File: src/ntrs_pkg.sv
`timescale 1ns / 1ps
// ----------------------------------------------------------------------------
// ntrs_pkg
// Shared constants and controller/datapath interface types for the nearest
// occupied tile ring search.
// ----------------------------------------------------------------------------
package ntrs_pkg;

  // Default board geometry and tile width
  localparam int BOARD_SIDE_DEF = 32;
  localparam int TEAM_BITS_DEF  = 8;

  // Fixed field widths
  localparam int COORD_W     = 5;
  localparam int OWN_TEAM_W  = 8;
  localparam int RING_W      = 7;
  localparam int CFG_DATA_W  = 8;
  localparam int CFG_IDX_W   = 1;
  // Signed width of a scanned cell coordinate, covers -127..158 and the board side
  localparam int POS_W       = 10;

  // Configuration register indexes
  localparam logic [CFG_IDX_W-1:0] CFG_OWN_TEAM   = 1'd0;
  localparam logic [CFG_IDX_W-1:0] CFG_RING_LIMIT = 1'd1;

  // Configuration reset values
  localparam logic [OWN_TEAM_W-1:0] OWN_TEAM_RST   = 8'd1;
  localparam logic [RING_W-1:0]     RING_LIMIT_RST = 7'd32;

  // Input action codes
  localparam logic ACT_WRITE  = 1'b0;
  localparam logic ACT_SEARCH = 1'b1;

  // Search mode codes
  localparam logic MODE_FRIEND = 1'b0;
  localparam logic MODE_FOE    = 1'b1;

  // Controller to datapath commands
  typedef struct packed {
    logic clr_wr;   // write zero at the clearing address, advance it
    logic wr_tile;  // store the input team id at the input tile
    logic load;     // capture search origin and restart the ring walk
    logic issue;    // read the current cell and advance the ring walk
    logic finish;   // latch the search result
  } ntrs_cmd_t;

  // Datapath to controller status
  typedef struct packed {
    logic clr_last;    // clearing address is the last tile
    logic ring_empty;  // ring limit leaves no ring to scan
    logic gen_last;    // current cell is the last one of the search
    logic hit;         // cell checked this cycle matches
  } ntrs_stat_t;

endpackage

File: src/ntrs_ctrl.sv
`timescale 1ns / 1ps
// ----------------------------------------------------------------------------
// ntrs_ctrl
// Controller state machine: board clearing after reset, tile writes, and
// sequencing of the ring scan until a hit or the last cell.
// ----------------------------------------------------------------------------
module ntrs_ctrl (
  input  logic               clk_i,
  input  logic               rst_ni,
  input  logic               start,
  input  logic               action_i,
  input  ntrs_pkg::ntrs_stat_t stat_i,
  output ntrs_pkg::ntrs_cmd_t  cmd_o,
  output logic               busy,
  output logic               done_o
);

  typedef enum logic [1:0] {
    ST_CLEAR,
    ST_IDLE,
    ST_SCAN,
    ST_DRAIN
  } state_e;

  state_e state_q, state_d;
  logic   done_q;
  logic   go_search;

  // Decode commands from the current state
  always_comb begin
    go_search     = (state_q == ST_IDLE) && start && (action_i == ntrs_pkg::ACT_SEARCH);
    cmd_o         = '0;
    cmd_o.clr_wr  = (state_q == ST_CLEAR);
    cmd_o.wr_tile = (state_q == ST_IDLE) && start && (action_i == ntrs_pkg::ACT_WRITE);
    cmd_o.load    = go_search;
    cmd_o.issue   = (state_q == ST_SCAN) && !stat_i.hit;
    cmd_o.finish  = (go_search && stat_i.ring_empty)
                 || ((state_q == ST_SCAN) && stat_i.hit)
                 || (state_q == ST_DRAIN);
  end

  // Next state
  always_comb begin
    state_d = state_q;
    case (state_q)
      ST_CLEAR: begin
        if (stat_i.clr_last) state_d = ST_IDLE;
      end
      ST_IDLE: begin
        if (go_search && !stat_i.ring_empty) state_d = ST_SCAN;
      end
      ST_SCAN: begin
        if (stat_i.hit) state_d = ST_IDLE;
        else if (stat_i.gen_last) state_d = ST_DRAIN;
      end
      ST_DRAIN: begin
        state_d = ST_IDLE;
      end
      default: begin
        state_d = ST_IDLE;
      end
    endcase
  end

  // Hold state and the result strobe
  always_ff @(posedge clk_i or negedge rst_ni) begin
    if (!rst_ni) begin
      state_q <= ST_CLEAR;
      done_q  <= 1'b0;
    end else begin
      state_q <= state_d;
      done_q  <= cmd_o.finish;
    end
  end

  assign busy   = (state_q != ST_IDLE);
  assign done_o = done_q;

endmodule

File: config.mk
export PLATFORM = sky130hd
export DESIGN_NAME = ntrs_ctrl
export DESIGN_NICKNAME = d
export VERILOG_FILES = /design/src/ntrs_pkg.sv /design/src/ntrs_ctrl.sv
export SDC_FILE = /design/constraint.sdc
export NUM_CORES = 1
export LEC_CHECK = 0
export ABC_CLOCK_PERIOD_IN_PS = 2500
export BUFFER_PORTS_ARGS = -buffer_cell sky130_fd_sc_hd__buf_2
export CAP_MARGIN = 10
export CORE_AREA = 5 5 42 44
export CTS_BUF_LIST = sky130_fd_sc_hd__clkbuf_4 sky130_fd_sc_hd__clkbuf_8
export DETAILED_ROUTE_END_ITERATION = 6
export DIE_AREA = 0 0 47 49
export GPL_TIMING_DRIVEN = 0
export SLEW_MARGIN = 20
export SYNTH_ARGS = -nofsm -noshare
export SYNTH_HDL_FRONTEND = slang
export SYNTH_SLANG_ARGS = --single-unit
File: constraint.sdc
create_clock -name clk_i -period 2.5 [get_ports clk_i]
set_input_delay 0.5 -clock clk_i [delete_from_list [all_inputs] [get_ports clk_i]]
set_output_delay 0.5 -clock clk_i [all_outputs]
set_load 0.005 [all_outputs]
---- Word-level counts from Yosys, hierarchy flattened ----
Cells that the tools add are included.
cells by class
  muxes and demuxes ....................... 5
  reduce and logical (&&, ||, !) cells .... 13
  bitwise logic cells ..................... 1
  eq/ne operators ......................... 7
operators by type and width
  operator                                                                 count
  2-bit 2-to-1 mux                                                         4
  2-bit case mux with 4 select lines                                       1
  1-bit logical AND                                                        7
  2-bit equality test, second input constant                               2
  2-bit by 1-bit inequality test with 1-bit output, second input constant  2
  3-bit inequality test, second input constant                             1
  3-bit AND reduction                                                      1
  2-bit by 1-bit equality test with 1-bit output, second input constant    1
  1-bit logical NOT                                                        2
  2-bit logical NOT                                                        1
  1-bit logical OR                                                         2
  2-bit inequality test, second input constant                             1
  1-bit NOT                                                                1
storage, ports and cells
  register bits ........................... 3

---- Longest topological paths before layout ----
  depth after elaboration ................. 6
  depth in mapped cells ................... 5
  mapped depth without buffers ............ 5

---- Worst setup path after synthesis ----
Ideal clock, no wire load.
  path type ............................... flip-flop to output port
  start point ............................. register state_q[1]
  end point ............................... output cmd_o[0] in the netlist's numbering
  arrival time ............................ 1.155 ns
  stages on the path, launching flop included .. 5
  setup slack ............................. 0.845 ns
  buffers on the path ..................... 0
  cell sequence ........................... dfrtp_1 > inv_1 > ha_1 > and3_1 > a221o_1
RTL lines
  item                      line             text
  start: declaration        ntrs_ctrl.sv:25  state_e state_q, state_d;
  start signal: assignment  ntrs_ctrl.sv:71  state_q <= state_d;
  end: declaration          ntrs_ctrl.sv:13  output ntrs_pkg::ntrs_cmd_t cmd_o,

==> flow_metrics.env <==
export IMPL_worstPathRequired_ns=2.00
export IMPL_globalplace_congestion=0.6329
export IMPL_synthArstFlopShare_pct=100.0
export IMPL_worstPathMaxFanout=7
export IMPL_hp_class="in2async"
export IMPL_wl_um=642
export IMPL_syn_area_per_cell_um2=9.116
export IMPL_met3WireLength_um=85
export IMPL_top_layer="met4"
export IMPL_place_hpwl_um=521
export IMPL_finalHoldViolCount=0
export IMPL_cp_slowest_cell="dfrtp_1"
export IMPL_synthDistinctLibCells=18
export IMPL_gr_usage_all_layers_pct=6.901
export IMPL_htreeDepth=1
export IMPL_placed_cell_area_um2=345.3
export IMPL_synth_enable_flop_cells=0
export IMPL_cts_root_buf="clkbuf_4"
export IMPL_postCtsHoldBufs=0
export IMPL_ys_warn_count=0
export IMPL_layout_nets=59
export IMPL_max_slew_margin_pct=71.37
export IMPL_synthCells=28
export IMPL_ff2ff_path_depth=5
export IMPL_grt_max_degree=8
export IMPL_overflow=0
export IMPL_clock_latency_ns=0.23
export IMPL_pin_count=15
export IMPL_cts_made_buffers=3
export IMPL_cts_resized_gates=0
export IMPL_cts_sinks=3
export IMPL_vias=269
export IMPL_detail_route_antenna_nets=0
export IMPL_io_buffer_count=14
export IMPL_setup_viol=0
export IMPL_die_w_um=47
export IMPL_clk_pin_slew_ns=0.04
export IMPL_period_share_pct=85.37
export IMPL_worstMarginPinSlew_ns=0.4285
export IMPL_max_stage_delay_ns=0.41
export IMPL_antenna_found_initial=0
export IMPL_cp_start_kind="flop"
export IMPL_drv_cap=0
export IMPL_path_cells="inv_1, ha_1, and3_1, a221o_1, buf_2"
export IMPL_drc=0
export IMPL_wl_met1_um=281
export IMPL_power_leakage_nw=0.2086
export IMPL_cp_end_kind="output pin"
export IMPL_synth_top_area_cell="dfrtp_1"
export IMPL_synthTopCellsByArea="dfrtp_1 (29%), ha_1 (20%), nor2b_1 (7.4%), inv_1 (4.4%), a221o_1 (3.9%)"
export IMPL_routedWlPerCell_um=10.35
export IMPL_dr_wl_met2_um=256
export IMPL_vias_per_cell=4.339
export IMPL_rows=14
export IMPL_synthMostInstantiatedCell="ha_1"
export IMPL_ys_flop_type="dfrtp_1"
export IMPL_synthTopCellsByCount="ha_1 (4), dfrtp_1 (3), inv_1 (3), nor2b_1 (3), nand2_1 (2)"
export IMPL_grt_setup_unrepaired="false"
export IMPL_drt_iter0_markers=5
export IMPL_status="finished, final reports clean"
export IMPL_diodes=0
export IMPL_grt_pass1_wl_mm=1.055
export IMPL_die_y_um=49
export IMPL_initial_core_util_pct=18.21
export IMPL_grt_pass1_vias=249
export IMPL_dr_pass1_iters=2
export IMPL_min_period_ns=2.134
export IMPL_core_um2=1401
export IMPL_syn_area_um2=255.2
export IMPL_syn_num_nets=40
export IMPL_ir_drop_mv=0.2673
export IMPL_cts_setup_buffers=0
export IMPL_placed_cells=58
export IMPL_slew_viol_final=0
export IMPL_stdcell_count=62
export IMPL_worstPathArrival_ns=1.63
export IMPL_layout_drive_gt1_share_pct=41.30
export IMPL_crit_type="reg2out"
export IMPL_netlist_area_leader_share_pct=29.41
export IMPL_skew_ns=0.003664
export IMPL_final_area_um2=375.4
export IMPL_setup_tns_ns=0
export IMPL_areaGrowthSynthToFinish_pct=47.06
export IMPL_cts_path_max_buffers=2
export IMPL_power_density_nw_per_um2=920.4
export IMPL_yosysSeqAreaShare_pct=29.41
export IMPL_tritoncts="built"
export IMPL_dieArea_um2=2303
export IMPL_ys_ff_latch=3
export IMPL_max_freq_mhz=468.5
==> worst paths after layout <==
| check | start | endpoint | slack (ns) |
|---|---|---|---|
| max reg2reg | state_q[0]$_DFFE_PN0P_ | state_q[1]$_DFFE_PN0P_ | 0.93 |
| min reg2reg | state_q[0]$_DFFE_PN0P_ | state_q[0]$_DFFE_PN0P_ | 0.63 |
| min in group clk_i | stat_i[2] | done_o$_DFF_PN0_ | 0.56 |
| max | state_q[1]$_DFFE_PN0P_ | cmd_o[0] | 0.37 |
| min | rst_ni | done_o$_DFF_PN0_ | 0.05 |
| max in group asynchronous | rst_ni | state_q[0]$_DFFE_PN0P_ | 2.34 |
==> registers in the layout, summed over array words and instances, names as in the netlist <==
name     flops
done_o       1
state_q      2
==> final cells by class <==
| cell class | instances | area [µm²] |
|---|---|---|
| buffer | 1 | 7.507 |
| tap | 16 | 20.02 |
| sequential | 3 | 75.07 |
| inverter | 3 | 11.26 |
| clock buffer | 4 | 30.03 |
| multi-input combinational | 21 | 161.4 |
| fill | 166 | 1026 |
| timing repair buffer | 14 | 70.07 |
==> cells in the final DEF, fill, tap and decap left out, drive strengths merged <==
master | synthesis | routed
buf | 1 | 15
ha | 4 | 4
clkbuf | 0 | 4
inv | 3 | 3
nor2b | 3 | 3
dfrtp | 3 | 3
nand2 | 2 | 2
and3 | 1 | 1
a221o | 1 | 1
nor2 | 1 | 1
nor3b | 1 | 1
nor4b | 1 | 1
o32ai | 1 | 1
o21ai | 1 | 1
nand4b | 1 | 1
nand3b | 1 | 1
or4 | 1 | 1
nand3 | 1 | 1
nand4 | 1 | 1
==> critical path: cells and delay by family (launching register included) <==
kind | cells | cell delay (ns)
buf+inv | 2 | 0.22
simple gates | 1 | 0.20
fa+ha+maj | 1 | 0.26
flops | 1 | 0.41
compound gates | 1 | 0.31
==> metrics by stage <==
stage | total power (W) | setup WS, ns | util, % | hold WS [ns]
after floorplan | 0.0001869 | 0.8450 | - | 0.2044
after global placement | 0.0002512 | 0.6137 | 24.64 | 0.2959
after detailed placement | 0.0002525 | 0.5983 | 24.64 | 0.2972
after CTS | 0.0003538 | 0.3451 | 26.79 | 0.04411
after global routing | 0.0003815 | 0.2734 | 26.79 | 0.04327
final | 0.0003455 | 0.3657 | 26.79 | 0.05065
==> per-layer routing <==
layer	vias to the layer above	track usage, %
li1	136	-
met1	119	8.352
met2	12	7.240
met3	2	5.904
met4	0	5.530
met5	-	0
==> kinds of logic after synthesis <==
group / after synthesis / share of synthesized area [%]
AO/OA/AOI/OAI: 3 / 9.313
buffers and inverters: 4 / 7.354
adder cells (fa/ha/maj): 4 / 19.61
flip-flops: 3 / 29.41
AND/OR/NAND/NOR: 14 / 34.32
==> power breakdown <==
group	internal [W]	leakage, nW	switching [W]
Clock	0.0000706	0.0184	0.0000257
Sequential	0.0000672	0.0361	0.0000152
Combinational	0.0000833	0.154	0.0000834
Total	0.000221	0.209	0.000124
Note: power is estimated with default switching activity, not from simulation.
